--- src/rtl/dcc_pkg.sv ---
// Package for the Chio condensation determinant core.
// Holds sizing constants and the sequencer state type; no dependencies.
package dcc_pkg;
    localparam int unsigned MAX_N_DEF        = 5;
    localparam int unsigned ELEMENT_BITS_DEF = 12;
    localparam int unsigned DET_BITS         = 64;
    localparam int unsigned CFG_BITS         = 3;

    typedef enum logic [3:0] {
        ST_LOAD,
        ST_PIVOT,
        ST_RD_A,
        ST_RD_B,
        ST_RD_C,
        ST_MUL,
        ST_DIV_START,
        ST_DIV_WAIT,
        ST_WRITE,
        ST_OUT
    } t_state;
endpackage

--- src/rtl/dcc_divider.sv ---
// Restoring divider: signed 128-bit dividend by signed 64-bit divisor.
// One quotient bit per cycle, exact quotient truncated to 64 bits. Uses dcc_pkg.
module dcc_divider (
    input  logic                         i_clk,
    input  logic                         i_rst_n,
    input  logic                         i_start,
    input  logic [2*dcc_pkg::DET_BITS-1:0] i_dividend,
    input  logic [dcc_pkg::DET_BITS-1:0] i_divisor,
    output logic                         o_done,
    output logic [dcc_pkg::DET_BITS-1:0] o_quotient
);
    import dcc_pkg::*;
    localparam int unsigned WB = 2*DET_BITS;
    localparam int unsigned CB = $clog2(WB);

    logic [WB-1:0]       r_num;
    logic [DET_BITS-1:0] r_dm;
    logic [DET_BITS-1:0] r_rem;
    logic [DET_BITS-1:0] r_q;
    logic                r_neg;
    logic [CB-1:0]       r_cnt;
    logic                r_busy;
    logic                r_done;
    logic [DET_BITS:0]   w_trial;
    logic [DET_BITS:0]   w_diff;

    assign w_trial = {r_rem, r_num[WB-1]};
    assign w_diff  = w_trial - {1'b0, r_dm};

    always_ff @(posedge i_clk) begin
        if (!i_rst_n) begin
            r_busy <= 1'b0;
            r_done <= 1'b0;
        end else begin
            r_done <= 1'b0;
            if (i_start) begin
                r_busy <= 1'b1;
                r_cnt  <= '1;
                r_num  <= i_dividend[WB-1] ? (~i_dividend + 1'b1) : i_dividend;
                r_dm   <= i_divisor[DET_BITS-1] ? (~i_divisor + 1'b1) : i_divisor;
                r_neg  <= i_dividend[WB-1] ^ i_divisor[DET_BITS-1];
                r_rem  <= '0;
                r_q    <= '0;
            end else if (r_busy) begin
                r_num <= {r_num[WB-2:0], 1'b0};
                if (w_trial >= {1'b0, r_dm}) begin
                    r_rem <= w_diff[DET_BITS-1:0];
                    r_q   <= {r_q[DET_BITS-2:0], 1'b1};
                end else begin
                    r_rem <= w_trial[DET_BITS-1:0];
                    r_q   <= {r_q[DET_BITS-2:0], 1'b0};
                end
                if (r_cnt == '0) begin
                    r_busy <= 1'b0;
                    r_done <= 1'b1;
                end
                r_cnt <= r_cnt - 1'b1;
            end
        end
    end

    assign o_done     = r_done;
    assign o_quotient = r_neg ? (~r_q + 1'b1) : r_q;
endmodule

--- config.mk ---
export PLATFORM = sky130hd
export DESIGN_NAME = dcc_divider
export DESIGN_NICKNAME = d
export VERILOG_FILES = /design/src/rtl/dcc_pkg.sv /design/src/rtl/dcc_divider.sv
export SDC_FILE = /design/constraint.sdc
export NUM_CORES = 1
export LEC_CHECK = 0
export ABC_AREA = 0
export BUFFER_PORTS_ARGS = -buffer_cell sky130_fd_sc_hd__buf_2
export CAP_MARGIN = 25
export CORE_ASPECT_RATIO = 1.25
export CORE_MARGIN = 1.5
export CORE_UTILIZATION = 62
export CTS_BUF_LIST = sky130_fd_sc_hd__clkbuf_2 sky130_fd_sc_hd__clkbuf_4 sky130_fd_sc_hd__clkbuf_8
export CTS_CLUSTER_DIAMETER = 50
export DETAILED_ROUTE_END_ITERATION = 6
export PLACE_DENSITY = 0.92
export SLEW_MARGIN = 10
export SYNTH_ARGS = -nofsm -noshare
export SYNTH_HDL_FRONTEND = slang
export SYNTH_SLANG_ARGS = --single-unit
--- constraint.sdc ---
create_clock -name i_clk -period 9.55 [get_ports i_clk]
set_input_delay 1.4325 -clock i_clk [delete_from_list [all_inputs] [get_ports i_clk]]
set_output_delay 1.4325 -clock i_clk [all_outputs]
set_load 0.02 [all_outputs]
* Word level (Yosys, flattened, before mapping)
Cells that the tools add are included.
** Storage, ports and cells
- Word-level logic and storage cells :: 40
- Register bits :: 330
- Bits of input ports :: 195
** Operators by class
- Magnitude comparators :: 1
- Muxes and demuxes :: 14
- Reductions and logical operators :: 5
- Bitwise logic cells :: 6
- Add/sub/neg operators :: 5
** Operator list (number)
- $mux 128 :: 3
- $mux 64 :: 4
- $add 128x1->128 const B :: 1
- $add 64x1->64 const B :: 2
- $not 128->128 :: 1
- $not 64->64 :: 2
- $ge 65x64->1 :: 1
- $sub 64x64->64 :: 1
- $mux 63 :: 1
- $logic_not 7->1 :: 1
- $mux 7 :: 1
- $sub 7x1->7 const B :: 1
- $mux 1 :: 5
- $reduce_and 2->1 :: 2
- $reduce_or 3->1 :: 1
- $not 1->1 :: 2
- $reduce_bool 2->1 :: 1
- $xor 1x1->1 :: 1

* Logic depth before layout (Yosys ltp)
Gate-level depths: netlist (run 1).
- Depth after elaboration :: 4
- Mapped depth :: 15
- Mapped depth without buffers :: 13

* Worst setup path before layout (run 1)
OpenSTA, ideal clock, no wires.
- Path kind :: input to register
- From :: in i_start
- To :: reg r_cnt[0], enable pin
- Buffers on the path :: 2
- Data arrival time :: 7795 ps
- Library setup time :: 649 ps
- Path slack :: 1105 ps
- Cell stages on the path :: 3
- Path through :: clkbuf_1 -> clkbuf_1 -> o21a_1
** On the way
- Cells in the longest elaborated chain, start to end :: 2
** RTL lines
- start, declared :: RTL line dcc_divider.sv:6 : input logic i_start,
- $reduce_bool 2->1 (no source line)
- $reduce_and 2->1 (no source line)
- end signal, assigned :: RTL line dcc_divider.sv:57 : r_cnt <= r_cnt - 1'b1;
- end, declared :: RTL line dcc_divider.sv:21 : logic [CB-1:0] r_cnt;
Every way passes these cells.
A chain may end at the register's enable or synchronous reset.

* Worst setup path after layout (run 1)
- From :: reg r_q[10]
- To :: out o_quotient[62] in the netlist's numbering
** On the way
- Cells in the longest elaborated chain, start to end :: 3
** RTL lines
- start, declared :: RTL line dcc_divider.sv:19 : logic [DET_BITS-1:0] r_q;
- start signal, assigned :: RTL line dcc_divider.sv:48 : r_q <= {r_q[DET_BITS-2:0], 1'b1};
- start signal, assigned :: RTL line dcc_divider.sv:51 : r_q <= {r_q[DET_BITS-2:0], 1'b0};
- $not 64->64 :: RTL line dcc_divider.sv:63 : assign o_quotient = r_neg ? (~r_q + 1'b1) : r_q;
- $add 64x1->64 :: RTL line dcc_divider.sv:63
- $mux 64 :: RTL line dcc_divider.sv:63
- end, declared :: RTL line dcc_divider.sv:10 : output logic [dcc_pkg::DET_BITS-1:0] o_quotient
Every way passes these cells.

==> run_results.csv, run 1 <==
group,metric,value,unit
place,dpl_cell_area,24500,sq um
synth,yosysMostFrequentCell,"edfxtp_1",
floorplanning,die_x,175.0,um
worst_setup_path,rrSetupSlack,4770,ps
drt,antenna_left,0,
synth,synth_area,22920,sq um
timing,rsz0062_at_grt,"no",
worst_setup_path,r2r_cells,12,
synth,synthCells,2445,
place,dpl.cell_count,3073,
layout,syn2layout_area_growth,12.08,%
floorplanning,rows,78,
min_path,hp-start,"r_busy",
status,status,"finished, final reports clean",
timing,fin_crit,6087,ps
worst_setup_path,startpoint,"r_q[10]",
place,place_hpwl,47.50,mm
layout,post-route-util,70.56,%
drt,drcViolationCount,0,
synth,ys_top_cells_by_area,"edfxtp_1 (43%), xnor2_1 (7.0%), a21oi_1 (5.1%)",
min_path,hold_end,"o_done",
clock_network,post_cts_buffers,0,
floorplanning,fp.dieH,218.0,um
grt,grt_pass1_vias,20103,
timing,report.final.hold_viol_count,0,
drt,drt_iter0_drc,2248,
drt,routed_via_density,6.436,
pwr,power_density,167.4,nW/um^2
layout,final_cells,3180,
place,numPortBuffers,259,
grt,antenna_found_initial,6,
clock_network,cts_buffers,55,
timing,relSlewSlack,31.16,%
floorplanning,dieArea,38130,sq um
layout,multi_input_area,12240,sq um
timing,finalSetupTns,0,ps
clock_network,path_clk_slew,60,ps
clock_network,clk_path_buf_depth,3,
synth,synth.distinct_cells,72,
min_path,whs_path_depth,2,
clock_network,cts_tree,"done",
synth,synth_ff_type,"edfxtp_1",
layout,finish.instance_area,25690,sq um
layout,nets,2915,
worst_setup_path,r2r_start,"r_rem[3]",
synth,netlist_top_cells_count,"edfxtp_1 (328), a21oi_1 (233), nor2_1 (196), xnor2_1 (184), o21ai_0 (176)",
clock_network,cts-root-buf,"clkbuf_8",
worst_setup_path,path_class,"flop to output port",
clock_network,hold_buffers,0,
pwr,leakage,0.009429,uW
timing,hold-worst-slack,521.8,ps
synth,synth-seq-cells,330,
synth,ys_seq_area_share,43.15,%
floorplanning,initial_core_util,62.95,%
job,drv_cap,0,
timing,worst_pin_slew,1033,ps
synth,synth_area_leader_cell,"edfxtp_1",
min_path,hp-class,"flop to flop",
grt,grt_pass1_wl,103.2,mm
layout,num-fill-cells,2697,
floorplanning,ioPinCount,260,
worst_setup_path,crit_path_end_kind,"output port",
synth,synth_fp_nets,2710,
worst_setup_path,rr_endpoint,"r_rem[26]",
synth,synth_top_cell_area_share,42.98,%
grt,grt_start_max_net_pins,203,
clock_network,cts_resized,0,
drt,drt_pass1_iterations,6,
clock_network,htree_levels,2,
drt,wl_per_cell,20.67,um
worst_setup_path,crit_path_max_fanout,6,
synth,synth-warning-count,0,
timing,setup_violations,0,
worst_setup_path,critPathLaunchType,"flop",
timing,fmax,164.3,MHz
synth,synth_edf_count,328,
floorplanning,core,36400,sq um
clock_network,cts.sinks,330,
synth,async_flop_share,0,%
timing,fin_worst_skew,23.24,ps
layout,ff_latch_area,9889,sq um
grt,grt_overflow,0,
drt,wl,65.74,mm
timing,timing.final.crit_share,63.73,%
layout,layout-drive-gt1-share,16.84,%
drt,num_vias,20465,
clock_network,clock_latency,640,ps
worst_setup_path,critPathRequiredTime,8120,ps
grt,grt_use_total,34.03,%
timing,slew_viol_final,0,
synth,syn_area_per_cell,9.373,sq um
place,globalplace.congestion,0.9701,
worst_setup_path,crit_arrival,4650,ps
pwr,peakVddDrop,0.1011,mV
cells by family (layout without fill, tap and decap cells):
group / Yosys count / in the layout / synth area share (%)
other: 0 / 4 / 0
adder cells (fa/ha/maj): 70 / 70 / 3.855
AND/OR/NAND/NOR: 838 / 838 / 18.52
buffers and inverters: 218 / 469 / 3.592
multiplexers: 47 / 47 / 2.288
AO/OA/AOI/OAI: 633 / 633 / 16.78
XOR/XNOR: 309 / 309 / 11.81
flip-flops: 330 / 330 / 43.15
final cells by class:
| cell class | instances | share of cell area [%] |
|---|---|---|
| Tap cell | 480 | 2.338 |
| Antenna cell | 4 | 0.03897 |
| Inverter | 92 | 1.344 |
| Clock inverter | 32 | 1.062 |
| Sequential cell | 330 | 38.50 |
| Clock buffer | 71 | 3.512 |
| Multi-Input combinational cell | 1897 | 47.64 |
| Timing Repair Buffer | 274 | 5.558 |
worst max path at each step:
stage                           endpoint  cells after the start
final                     o_quotient[62]                      9
after global routing      o_quotient[62]                      9
after CTS                 o_quotient[62]                      9
after detailed placement  o_quotient[62]                      9
after global placement        r_num[114]                     11
after floorplan                 r_cnt[0]                      3
metal layers:
layer,global-route usage (%),up-vias,wire [um]
met5,0,-,41
met4,16.50,6,3015
met3,5.056,232,5129
met2,58.43,1069,32360
met1,42.03,9744,25200
li1,-,9414,-
through the flow:
| step | power, uW | worst slack (ps) |
|---|---|---|
| global placement | 2905 | 4265 |
| floorplan | 2626 | 1105 |
| detailed placement | 2942 | 4162 |
| finish | 4300 | 3463 |
| global route | 4490 | 3256 |
| CTS | 4295 | 3468 |
report_power, final:
group | total, uW | switching, uW | leakage (uW) | internal (uW)
Combinational | 1130 | 703 | 0.00566 | 430
Sequential | 1810 | 60.8 | 0.00315 | 1750
Clock | 1360 | 621 | 0.000624 | 735
critical path, cell delays in order (launching register included):
cell      delay, ps
edfxtp_1        470
or4_4           550
or3_4           360
or4_4           460
or4_4           550
or3_4           430
o41ai_1         640
nand2_1         170
xor2_1          200
buf_2           190
registers in the layout, indices dropped and copies added, names as in the netlist:
name	cells
r_q	64
r_num	128
o_done	1
r_busy	1
r_rem	64
r_dm	64
r_cnt	7
r_neg	1
placed cells by master, fill, tap and decap left out, types with 9 or more instances in the layout:
| cell | instances |
|---|---|
| o211ai_1 | 9 |
| nand3_1 | 98 |
| clkinv_2 | 13 |
| nand4_1 | 36 |
| a211oi_1 | 19 |
| o31ai_1 | 56 |
| edfxtp_1 | 328 |
| nor2b_1 | 70 |
| a21o_1 | 32 |
| buf_2 | 258 |
| nor4_1 | 37 |
| xnor2_1 | 184 |
| and3_1 | 12 |
| mux2_2 | 43 |
| nor2_1 | 196 |
| xor2_1 | 125 |
| o21bai_1 | 10 |
| a21oi_1 | 233 |
| or4_1 | 35 |
| or2_2 | 19 |
| clkbuf_4 | 12 |
| clkbuf_8 | 59 |
| buf_4 | 13 |
| or3_1 | 41 |
| inv_1 | 92 |
| nand2_1 | 170 |
| o41ai_1 | 33 |
| o21a_1 | 11 |
| clkinv_1 | 9 |
| and2_1 | 9 |
| ha_1 | 69 |
| nand2b_1 | 28 |
| nor3_1 | 63 |
| o21ai_0 | 176 |
No activity file was read; power rests on OpenSTA's default activity.
==> run 2, diff against run 1 <==
--- a/config.mk
+++ b/config.mk
@@ -10,11 +10,11 @@
 export CAP_MARGIN = 25
 export CORE_ASPECT_RATIO = 1.25
 export CORE_MARGIN = 1.5
-export CORE_UTILIZATION = 62
+export CORE_UTILIZATION = 56
 export CTS_BUF_LIST = sky130_fd_sc_hd__clkbuf_2 sky130_fd_sc_hd__clkbuf_4 sky130_fd_sc_hd__clkbuf_8
 export CTS_CLUSTER_DIAMETER = 50
 export DETAILED_ROUTE_END_ITERATION = 6
-export PLACE_DENSITY = 0.92
+export PLACE_DENSITY = 0.88
 export SLEW_MARGIN = 10
 export SYNTH_ARGS = -nofsm -noshare
 export SYNTH_HDL_FRONTEND = slang
==> constraint.sdc (replaced) <==
create_clock -name i_clk -period 4.95 [get_ports i_clk]
set_input_delay 0.7425 -clock i_clk [delete_from_list [all_inputs] [get_ports i_clk]]
set_output_delay 0.7425 -clock i_clk [all_outputs]
set_load 0.02 [all_outputs]
==> run 2 against run 1 <==
Clock-buffer cell count decreased by 3. Cell count up 2.8%. Register-to-register slack lost 3900 ps. Cell area rose by 2.2%. Critical path type unchanged. Sequential power grew 93%. Clock power up 92%. Largest power group unchanged. Critical endpoint is now o_quotient[58]. Clock skew up 22 ps. The run now ends with DRC, setup timing left. Sequential cell count stayed put.
==> run_results.csv, run 2 (synthesized netlist as in run 1, its figures left out) <==
group,metric,value,unit
drt,num_vias,20638,
worst_setup_path,slowest_delay,550,ps
floorplanning,initial_core_util,56.98,%
timing,slew_viol_final,0,
timing,timing.final.crit_share,104.0,%
worst_setup_path,startpoint,"r_q[12]",
pwr,power_density,317.5,nW/um^2
worst_setup_path,r2r_cells,13,
timing,worst_pin_slew,1165,ps
timing,fmax,194.3,MHz
floorplanning,ioPinCount,260,
place,numPortBuffers,259,
layout,final_cell_mix,"edfxtp_1 (328), buf_2 (243), a21oi_1 (233)",
layout,num-fill-cells,3244,
status,violations,"DRC, setup timing",
grt,grt_overflow,0,
worst_setup_path,cpMaxStageDelayCell,"or4_4",
clock_network,cts-root-buf,"clkbuf_8",
clock_network,cts.sinks,330,
worst_setup_path,path_class,"flop to output port",
timing,report.final.hold_viol_count,0,
min_path,whs_path_depth,1,
job,drv_cap,0,
worst_setup_path,crit_path_max_fanout,3,
layout,largest_register_ffs,128,
drt,wl_per_cell,20.20,um
timing,relSlewSlack,21.58,%
worst_setup_path,crit_arrival,4400,ps
floorplanning,die_x,183.9,um
timing,fin_worst_skew,45.34,ps
worst_setup_path,path_cells,"or4_4, or3_4, or4_4, or4_4, or3_4, nand2b_4, or3_4, o31ai_4, xnor2_2, buf_4",
layout,final_common_cell,"edfxtp_1",
layout,layout-drive-gt1-share,18.24,%
worst_setup_path,r2r_start,"r_rem[3]",
place,place_ws,209.0,ps
grt,grt_pass1_vias,20005,
timing,setup_violations,13,
status,status,"finished, violations left",
timing,fin_crit,5147,ps
drt,drt_iter0_drc,2037,
drt,wl,66.06,mm
pwr,peakVddDrop,0.2604,mV
grt,grt_start_max_net_pins,210,
worst_setup_path,crit_path_end_kind,"output port",
floorplanning,core,40220,sq um
min_path,hp-start,"i_divisor[0]",
worst_setup_path,path_depth,10,
worst_setup_path,critPathLaunchType,"flop",
grt,grt_use_total,30.52,%
clock_network,path_clk_slew,70,ps
clock_network,hold_buffers,0,
floorplanning,fp.dieH,229.2,um
clock_network,cts_buffers,54,
place,globalplace.congestion,0.9853,
drt,drcViolationCount,2,
timing,hold-worst-slack,341.2,ps
drt,drt_pass1_iterations,7,
layout,top_register,"r_num",
floorplanning,dieArea,42150,sq um
worst_setup_path,crit_buf_inv,1,
drt,antenna_left,0,
pwr,power.total,8332,uW
drt,routed_via_density,6.311,
place,place_hpwl,46.41,mm
clock_network,htree_levels,2,
layout,nets,2943,
layout,post-route-util,65.24,%
timing,worst_slack,-196.6,ps
min_path,hp-class,"input pin to flop",
worst_setup_path,critPathRequiredTime,4210,ps
clock_network,clock_latency,680,ps
layout,syn2layout_area_growth,14.50,%
worst_setup_path,cp_top_family,"simple AND/OR/NAND/NOR gates",
timing,rsz0062_at_grt,"yes",
clock_network,cts_tree,"done",
clock_network,clk_path_buf_depth,3,
floorplanning,rows,82,
grt,grt_pass1_wl,102.7,mm
pwr,leakage,0.009669,uW
grt,antenna_found_initial,5,
-- run 2: per-stage QoR --
| stage | TNS [ps] | instances | area (sq um) |
|---|---|---|---|
| finish | -965.6 | 3270 | 26240 |
| floorplan | 0 | 2445 | 22920 |
| global placement | 0 | 3152 | 24720 |
| detailed placement | 0 | 3153 | 24750 |
| global route | -3876 | 3266 | 26230 |
| CTS | -234.6 | 3260 | 26060 |
-- run 2: final timing paths --
check | slack [ps] | endpoint
min reg2reg | 470 | o_done
min | 340 | r_dm[0]
max | -200 | o_quotient[58]
max reg2reg | 820 | r_rem[44]
-- run 2: final cells by class --
cell class | count | area, sq um | area share [%]
diodes | 4 | 10.01 | 0.03815
flip-flops and latches | 330 | 9889 | 37.69
repair buffers | 302 | 1740 | 6.633
inverters | 92 | 345.3 | 1.316
clock buffers | 68 | 860.8 | 3.281
well taps | 546 | 683.2 | 2.603
multi-input cells | 1898 | 12420 | 47.35
clock inverters | 30 | 286.5 | 1.092
-- run 2: repair_timing --
action,4_1_cts,5_1_grt
pin swaps,1,7
cloned,0,1
resized for setup,16,33
buffers inserted,9,5
setup endpoints to repair,22,24
-- run 2: power breakdown --
part	switching (uW)	internal, uW
Clock	1200	1410
Combinational	1370	861
Sequential	123	3380
-- run 2: worst reg2reg max path, stage by stage, from the launching register on --
cell and delay (ps):
edfxtp_1 410, ha_1 380, a21o_1 210, a31o_2 230, o21a_1 200, a211oi_1 190, buf_4 180, a2111oi_0 90
buf_4 160, or2_2 340, o2111ai_1 390, a211o_1 270, nand2_1 470, a211oi_1 420
-- run 2: layer usage --
layer  wire length [um]  global-route usage [%]  part of all wire (%)
met1              25400                   37.46                    38
met2              31810                   50.98                    48
met3               5354                   5.820                   8.1
met4               3464                   15.65                   5.2
met5                 41                       0                 0.062
